`src/rtl/word_sorter_with_key_check_unit_defines.svh`:
```
// assertion macros used by the sorter top file
`ifndef WORD_SORTER_WITH_KEY_CHECK_UNIT_DEFINES_SVH
`define WORD_SORTER_WITH_KEY_CHECK_UNIT_DEFINES_SVH

// implication checked on the same edge
`define WSKC_ASSERT_SAME(label, clk, rst, ante, cons) \
   label: assert property (@(posedge clk) disable iff (rst) (ante) |-> (cons)) \
      else $error("wskc check failed");

// implication checked on the next edge
`define WSKC_ASSERT_NEXT(label, clk, rst, ante, cons) \
   label: assert property (@(posedge clk) disable iff (rst) (ante) |=> (cons)) \
      else $error("wskc check failed");

`endif

```
`src/rtl/wskc_pkg.sv`:
```
package wskc_pkg;

   // request commands
   localparam logic [1:0] CMD_LOAD  = 2'd0;
   localparam logic [1:0] CMD_CLOSE = 2'd1;
   localparam logic [1:0] CMD_READ  = 2'd2;

   // register indexes
   localparam logic CSR_MODE      = 1'b0;
   localparam logic CSR_KEY_SHIFT = 1'b1;

   // modes and result kinds
   localparam logic MODE_SORT   = 1'b0;
   localparam logic KIND_SUMMARY = 1'b0;
   localparam logic KIND_WORD    = 1'b1;

   localparam logic [5:0] KEY_SHIFT_RESET = 6'd9;
   localparam logic [9:0] COUNT_MAX       = 10'd1023;

   // controller to datapath
   typedef struct packed {
      logic issue;
      logic tail;
      logic restart;
      logic emit;
      logic idle;
   } ctrl_cmd_type;

   // datapath to controller
   typedef struct packed {
      logic close_go;
      logic empty;
      logic issue_last;
      logic viol_seen;
      logic out_free;
      logic sort_mode;
   } ctrl_status_type;

endpackage

```
`src/rtl/wskc_ctrl.sv`:
```
module wskc_ctrl (
   input  logic                     clock,
   input  logic                     reset,
   input  wskc_pkg::ctrl_status_type status,
   output wskc_pkg::ctrl_cmd_type    cmd
);

   localparam logic [2:0] S_IDLE   = 3'd0;
   localparam logic [2:0] S_PASS   = 3'd1;
   localparam logic [2:0] S_DRAIN  = 3'd2;
   localparam logic [2:0] S_TAIL   = 3'd3;
   localparam logic [2:0] S_REPORT = 3'd4;

   logic [2:0] state_ff, state_in;

   // pass sequencing: walk, drain, tail write, repeat or report
   always_comb begin
      state_in    = state_ff;
      cmd         = '0;
      cmd.idle    = (state_ff == S_IDLE);
      case (state_ff)
         S_IDLE: begin
            if (status.close_go) begin
               state_in = status.empty ? S_REPORT : S_PASS;
            end
         end
         S_PASS: begin
            cmd.issue = 1'b1;
            if (status.issue_last) begin
               state_in = S_DRAIN;
            end
         end
         S_DRAIN: begin
            state_in = S_TAIL;
         end
         S_TAIL: begin
            cmd.tail = 1'b1;
            if (status.sort_mode && status.viol_seen) begin
               cmd.restart = 1'b1;
               state_in    = S_PASS;
            end else begin
               state_in = S_REPORT;
            end
         end
         S_REPORT: begin
            if (status.out_free) begin
               cmd.emit = 1'b1;
               state_in = S_IDLE;
            end
         end
         default: begin
            state_in = S_IDLE;
         end
      endcase
   end

   always_ff @(posedge clock) begin
      if (reset) begin
         state_ff <= S_IDLE;
      end else begin
         state_ff <= state_in;
      end
   end

endmodule

```
`config.mk`:
```
export PLATFORM = sky130hd
export DESIGN_NAME = wskc_ctrl
export DESIGN_NICKNAME = d
export VERILOG_FILES = /design/src/rtl/word_sorter_with_key_check_unit_defines.svh /design/src/rtl/wskc_pkg.sv /design/src/rtl/wskc_ctrl.sv
export SDC_FILE = /design/constraint.sdc
export NUM_CORES = 1
export LEC_CHECK = 0
export BUFFER_PORTS_ARGS = -buffer_cell sky130_fd_sc_hd__buf_4
export CAP_MARGIN = 25
export CORE_AREA = 2 2 39 41
export DETAILED_ROUTE_END_ITERATION = 7
export DIE_AREA = 0 0 41 43
export HOLD_SLACK_MARGIN = 0.06
export PLACE_DENSITY = 0.48
export SLEW_MARGIN = 20
export SYNTH_ARGS = -nofsm -noshare
export SYNTH_HDL_FRONTEND = slang
export SYNTH_SLANG_ARGS = --single-unit
```
`constraint.sdc`:
```
create_clock -name clock -period 1.11 [get_ports clock]
set_input_delay 0.0555 -clock clock [delete_from_list [all_inputs] [get_ports clock]]
set_output_delay 0.0555 -clock clock [all_outputs]
set_load 0.1 [all_outputs]
```
# After elaboration in Yosys (flattened, before gate mapping)
# Index checks and enable logic that the tools add are counted.
# totals
word_cells	22
in_bits	8
register_bits	3
# classes
n_reduce_logical	3
n_eq_ne	7
mux	11
# ops
operator	count
two-way mux 3 bit	5
case mux 3 bit (5 select lines)	1
equality test 3 x 2 -> 1 bit (second input constant)	2
!= test 2 bit (second input constant)	3
two-way mux 1 bit	4
equality test 3 x 1 -> 1 bit (second input constant)	1
equality test 3 bit (second input constant)	1
zero test 3 bit	1
AND reduction 3 bit	1
two-way mux 2 bit	1
logical AND 1 bit	1

# Logic depth before layout (Yosys ltp)
# Gate-level depths: netlist of the first run.
# logic_depth
depth_word	3
depth_mapped	4
mapped_depth_nobuf	3

# Worst setup path after synthesis of the first run
# No wires, ideal clock.
# synth_timing
path_type	register to output
startpoint	register state_ff[2]
endpoint	output cmd[1] in the netlist's numbering
required_time_ns	1.054
path_buffers	0
t_arrival_ns	2.566
path_stages_with_launch	3
slack_ns	-1.512
cell_sequence	dfxtp_1 nand2_1 nor3_1
# synth_lines
item	line_no	rtl
start, declared	wskc_ctrl.sv:14	logic [2:0] state_ff, state_in;
start signal, assigned	wskc_ctrl.sv:61	state_ff <= state_in;
end, declared	wskc_ctrl.sv:5	output wskc_pkg::ctrl_cmd_type cmd

==> impl_metrics.toml, run 1 <==
[synthesis]
ys_ff_latch = 3
yosysSeqAreaShare_pct = 26.7
synthFlopType = "dfxtp_1"
syn-cell-area_sq_um = 225
synth_nets = 34
synthArstFlopShare_pct = 0
avgSynthCellArea_sq_um = 8.66
netlist_instances = 26
ys_types = 18
synth-edff-count = 0
ys_warn_count = 0

[setup_path]
cp_top_family = "buffers and inverters"
cp.arrival_ns = 1.23
critical_path.max_fanout = 2
crit_type = "reg2out"
crit_buf_inv = 2
path_cells = "nand3b_1 > bufinv_8 > and3_4 > buf_12"
crit_required_ns = 1.05
crit_slowest_cell = "dfxtp_2"
cp-start-kind = "flip-flop"
max_stage_delay_ns = 0.31
crit_path_end_kind = "output pin"

[timing]
finalMaxSlewViolations = 0
setup_viol = 6
slew_headroom_pct = 76.4
fin_worst_skew_ns = 0.00165
finalHoldViolCount = 0
finalCriticalPeriod_ns = 1.28
min_period_over_period_pct = 116
max_freq_ghz = 0.779
rsz0062_at_grt = "true"
worst_slew_pin_slew_ns = 0.351
fin_ws_ns = -0.174

[cells_and_area]
largest_reg_flops = 3
fillers = 138
reg_top3 = "state_ff x3"
fin_nets = 63
diodes = 0
largest-register = "state_ff"
drive_above_1_share_pct = 72.2
fin_cells = 70
area_growth_pct = 160

[flow_run]
timing.max_cap.violations = 0

[routing]
drt_iter0_drc = 0
viasPerCell = 4.14
first_pass_iters = 1
wl_um = 653
drc_errors = 0
wl_per_cell_um = 9.33
ant_nets = 0
num_vias = 290

[floorplan]
io_pins = 13
start_util_pct = 16.3
rows = 14
fp.coreArea_sq_mm = 0.00138
dieArea_sq_mm = 0.00176
die_w_um = 41
die_h_um = 43

[grt]
grt_pass1_wl_mm = 1.14
antenna_found_initial = 0
grt_pass1_vias = 276
grt_usage_pct = 9.92
grt_overflow = 0
grt_start_max_net_pins = 6

[cts]
clockBufferDepth = 2
clkSinkCount = 3
cts-root-buf = "clkbuf_4"
clk_pin_slew_worst_paths_ns = 0.04
clock_latency_ns = 0.23
post_cts_buffers = 0
cts.htree.levels = 1
numCtsBuffers = 3
cts_tree = "done"

[placed_design]
dp_cells = 65
io_buffer_count = 12
pre_cts_slack_ns = -0.0558
dp_hpwl_um = 551
gp_congestion = 0.661

[min_path]
min_path_type = "in2reg"

[pwr]
powerDensity_mw_per_mm2 = 980
ir_drop_mv = 0.501
leakage_nw = 0.260
finalPower_uw = 574

[status]
violations = "setup timing"
status = "complete, but fails checks"
==> where the power goes <==
| group | total (mW) | switching, mW | internal, mW | leakage, nW |
|---|---|---|---|---|
| combinational | 0.258 | 0.133 | 0.125 | 0.219 |
| sequential | 0.122 | 0.00768 | 0.114 | 0.0264 |
| clock | 0.194 | 0.0591 | 0.135 | 0.0150 |
==> worst register-to-register path: cells and delay by family (launching register included) <==
| kind | cells | cell delay, ns |
|---|---|---|
| compound gates | 1 | 0.28 |
| simple gates | 2 | 0.34 |
| buf+inv | 1 | 0.12 |
| flops | 1 | 0.35 |
==> per-stage QoR <==
step | TNS [ns] | utilization, % | hold slack [ns] | instance area, sq um
2_1_floorplan | -1.90 | - | 0.124 | 267
3_3_place_gp | -0.0715 | 33.5 | 0.256 | 464
3_5_place_dp | -0.0773 | 33.5 | 0.256 | 464
4_1_cts | -0.714 | 42.1 | 0.107 | 583
5_1_grt | -1.02 | 42.3 | 0.115 | 586
6_report | -0.667 | 42.3 | 0.103 | 586
==> repair_timing <==
action,4_1_cts,5_1_grt
pin swaps,1,1
hold buffers,1,0
endpoints found under the hold margin,2,0
endpoints found under the setup margin,6,6
resized for setup,21,1
cloned,0,0
==> area by class of cell <==
type                            instances  area [sq um]  share of cell area [%]
Multi-Input combinational cell         20           173                    29.5
Timing Repair Buffer                   26           280                    47.9
Inverter                                1          17.5                    2.99
Tap cell                               16          20.0                    3.42
Clock buffer                            4          26.3                    4.49
Sequential cell                         3          68.8                    11.8
==> per-layer routing <==
layer	wire (um)	vias to the layer above	track usage, %
met4	0	0	2.00
met5	0	-	0
li1	-	153	-
met2	318	11	13.1
met1	284	126	13.4
met3	49	0	6.28
==> cells by family (layout without fill, tap and decap cells) <==
| family | Yosys count | after routing | synth area share (%) |
|---|---|---|---|
| simple gates | 14 | 14 | 40.0 |
| compound gates | 5 | 5 | 18.9 |
| flops | 3 | 3 | 26.7 |
| buf+inv | 3 | 31 | 10.0 |
| mux | 1 | 1 | 4.44 |
==> cells in the mapped netlist, drive strengths merged, types with 2 or more instances <==
master / count / area (sq um)
dfxtp: 3 / 60.1
nor3: 5 / 25.0
a21oi: 2 / 10.0
nor2b: 2 / 15.0
buf: 2 / 18.8
nand2: 2 / 7.51
==> cells in the final DEF (no fill, tap or decap) <==
cell type      synthesis  layout
nand2b_1               1       1
nor2b_2                1       1
nand2_1                2       1
a22o_1                 1       1
dfxtp_4                0       2
a21oi_1                2       2
a311oi_1               1       1
clkbuf_1               0       1
nor2b_1                1       1
nand2_2                0       1
nor3b_4                1       1
buf_6                  1       2
nor3_1                 5       3
clkbuf_4               0       3
nor2_1                 1       1
a2111oi_2              1       1
buf_12                 0       6
bufinv_8               0       1
nor3_4                 0       2
buf_4                  1      17
nand3b_1               1       1
mux2i_1                1       1
and3_4                 0       1
dlygate4sd3_1          0       1
dfxtp_2                0       1
==> worst paths after layout <==
check | startpoint | end | slack (ns) | cells past startpoint
setup reg to reg | state_ff[1] | state_ff[0] | -0.09 | 4
hold reg to reg | state_ff[2] | state_ff[0] | 0.64 | 3
hold / removal | status[3] | state_ff[1] | 0.10 | 3
setup / recovery | state_ff[2] | cmd[2] | -0.17 | 4
(Power assumes the default switching activity.)
==> inputs of run 2 (changes only) <==
--- a/config.mk
+++ b/config.mk
@@ -11,7 +11,7 @@
 export DETAILED_ROUTE_END_ITERATION = 7
 export DIE_AREA = 0 0 41 43
 export HOLD_SLACK_MARGIN = 0.06
-export PLACE_DENSITY = 0.48
+export RECOVER_POWER = 100
 export SLEW_MARGIN = 20
 export SYNTH_ARGS = -nofsm -noshare
 export SYNTH_HDL_FRONTEND = slang
==> run 2 against run 1 <==
Net effect:
- the run still ends with setup timing left
- register-to-register slack better by 0.05 ns
- largest cell class unchanged
- cell count shrank 2.9%
- wire length is 0.15% lower
- power is 3.0% lower
- critical path type unchanged
- die area did not move
- sequential power is essentially flat
- first-iteration DRC count up 2
==> impl_metrics.toml, run 2 (synthesized netlist as in run 1, its figures left out) <==
[status]
status = "complete, but fails checks"
violations = "setup timing"

[timing]
fin_ws_ns = -0.180
finalHoldViolCount = 0
worst_slew_pin_slew_ns = 0.344
setup_viol = 6
finalSetupTns_ns = -0.659
finalCriticalPeriod_ns = 1.29
rsz0062_at_grt = "true"
max_freq_ghz = 0.775
min_period_over_period_pct = 116
fin_worst_skew_ns = 0.00263
finalMaxSlewViolations = 0
slew_headroom_pct = 76.9

[floorplan]
dieArea_sq_mm = 0.00176
start_util_pct = 16.3
io_pins = 13
fp.coreArea_sq_mm = 0.00138
rows = 14
die_h_um = 43
die_w_um = 41

[pwr]
switching_share_pct = 34.4
seq_power_share_pct = 21.8
powerDensity_mw_per_mm2 = 991
p_switching_uw = 191
leakage_nw = 0.247
p_clk_share_pct = 33.5
comb_power_share_pct = 44.6
ir_drop_mv = 0.646
p_int_uw = 365

[cells_and_area]
multi_input_comb_area_sq_um = 173
diodes = 0
largest_reg_flops = 3
fillers = 140
final_common_cell = "buf_4"
reg_top3 = "state_ff x3"
largest-register = "state_ff"
area_growth_pct = 149
drive_above_1_share_pct = 71.2
regArea_sq_um = 68.8
fin_nets = 61
layout_common_cells = "15 x buf_4, 5 x buf_12, 3 x nor3_1, 3 x clkbuf_4, 3 x buf_6"

[grt]
grt_pass1_vias = 280
grt_usage_pct = 9.93
grt_start_max_net_pins = 6
grt_pass1_wl_mm = 1.12
antenna_found_initial = 0
grt_overflow = 0

[cts]
cts.htree.levels = 1
clockBufferDepth = 2
clock_latency_ns = 0.23
cts-root-buf = "clkbuf_4"
clk_pin_slew_worst_paths_ns = 0.03
clkSinkCount = 3
numCtsBuffers = 3
cts_tree = "done"

[routing]
wl_per_cell_um = 9.59
drt_iter0_drc = 2
wl_um = 652
drc_errors = 0
viasPerCell = 4.40
ant_nets = 0
num_vias = 299
first_pass_iters = 2

[setup_path]
path_cells = "nand3b_1 > bufinv_8 > and3_4 > buf_12"
cp_top_family = "buffers and inverters"
critical_path.max_fanout = 3
reg2reg_from = "state_ff[0]"
crit_required_ns = 1.05
max_stage_delay_ns = 0.31
cp-start-kind = "flip-flop"
r2r_slack_ns = -0.04
crit_type = "reg2out"
worstSetupStartpoint = "state_ff[2]"
crit_buf_inv = 2
crit_slowest_cell = "dfxtp_2"
crit_path_end_kind = "output pin"
cp.arrival_ns = 1.23

[placed_design]
gp_congestion = 0.786
io_buffer_count = 12
pre_cts_slack_ns = -0.0434
dp_hpwl_um = 524

[flow_run]
timing.max_cap.violations = 0

[min_path]
min-delay-start = "status[3]"
min_path_type = "in2reg"
-- run 2: changes by cell type in the layout (fill, tap and decap cells not counted) --
cell,change
buf_4,-2
buf_6,+1
buf_12,-1
-- run 2: final timing paths --
kind                  to  cells past startpoint
min          state_ff[1]                      3
min reg2reg  state_ff[0]                      2
max reg2reg  state_ff[0]                      4
max               cmd[2]                      4
-- run 2: worst min-delay path, delay by kind of cell --
kind | cells | cell delay (ns)
and+or+nand+nor | 1 | 0.10
buffers and inverters | 1 | 0.09
AOI/OAI and AO/OA | 1 | 0.05
-- run 2: area by class of cell --
class	instances	share of cell area [%]
Tap cell	16	3.56
Multi-Input combinational cell	20	30.7
Inverter	1	3.12
Clock buffer	4	4.68
Sequential cell	3	12.2
Timing Repair Buffer	24	45.7
-- run 2: timing repair --
item,4_1_cts,5_1_grt
hold buffers,1,0
resized for setup,22,1
setup endpoints to repair,6,7
setup buffers,1,0
endpoints found under the hold margin,2,0
pin swaps,3,1
-- run 2: metrics by stage --
step | hold WS (ns) | power (mW) | utilization, % | instances | area, sq um
after detailed placement | 0.253 | 0.329 | 31.0 | 62 | 429
after CTS | 0.124 | 0.570 | 40.4 | 68 | 559
after floorplan | 0.124 | 0.263 | - | 26 | 267
final | 0.119 | 0.557 | 40.6 | 68 | 562
after global placement | 0.254 | 0.328 | 31.0 | 62 | 429
after global routing | 0.132 | 0.593 | 40.6 | 68 | 562
-- run 2: power groups by stage --
stage          combinational [mW]  sequential [mW]  clock, mW
4_1_cts                     0.250            0.123      0.196
3_3_place_gp                0.201            0.127          0
3_5_place_dp                0.202            0.127          0
5_1_grt                     0.260            0.123      0.210
6_report                    0.248            0.122      0.187
2_1_floorplan               0.137            0.126          0
-- run 2: metal layers --
layer / global-route usage (%) / share of wire (%) / routed length, um / vias to the layer above
li1: - / - / - / 147
met5: 0 / 0 / 0 / -
met2: 12.8 / 51 / 335 / 9
met3: 7.33 / 6.9 / 45 / 0
met4: 4.00 / 0 / 0 / 0
met1: 12.2 / 41 / 270 / 143
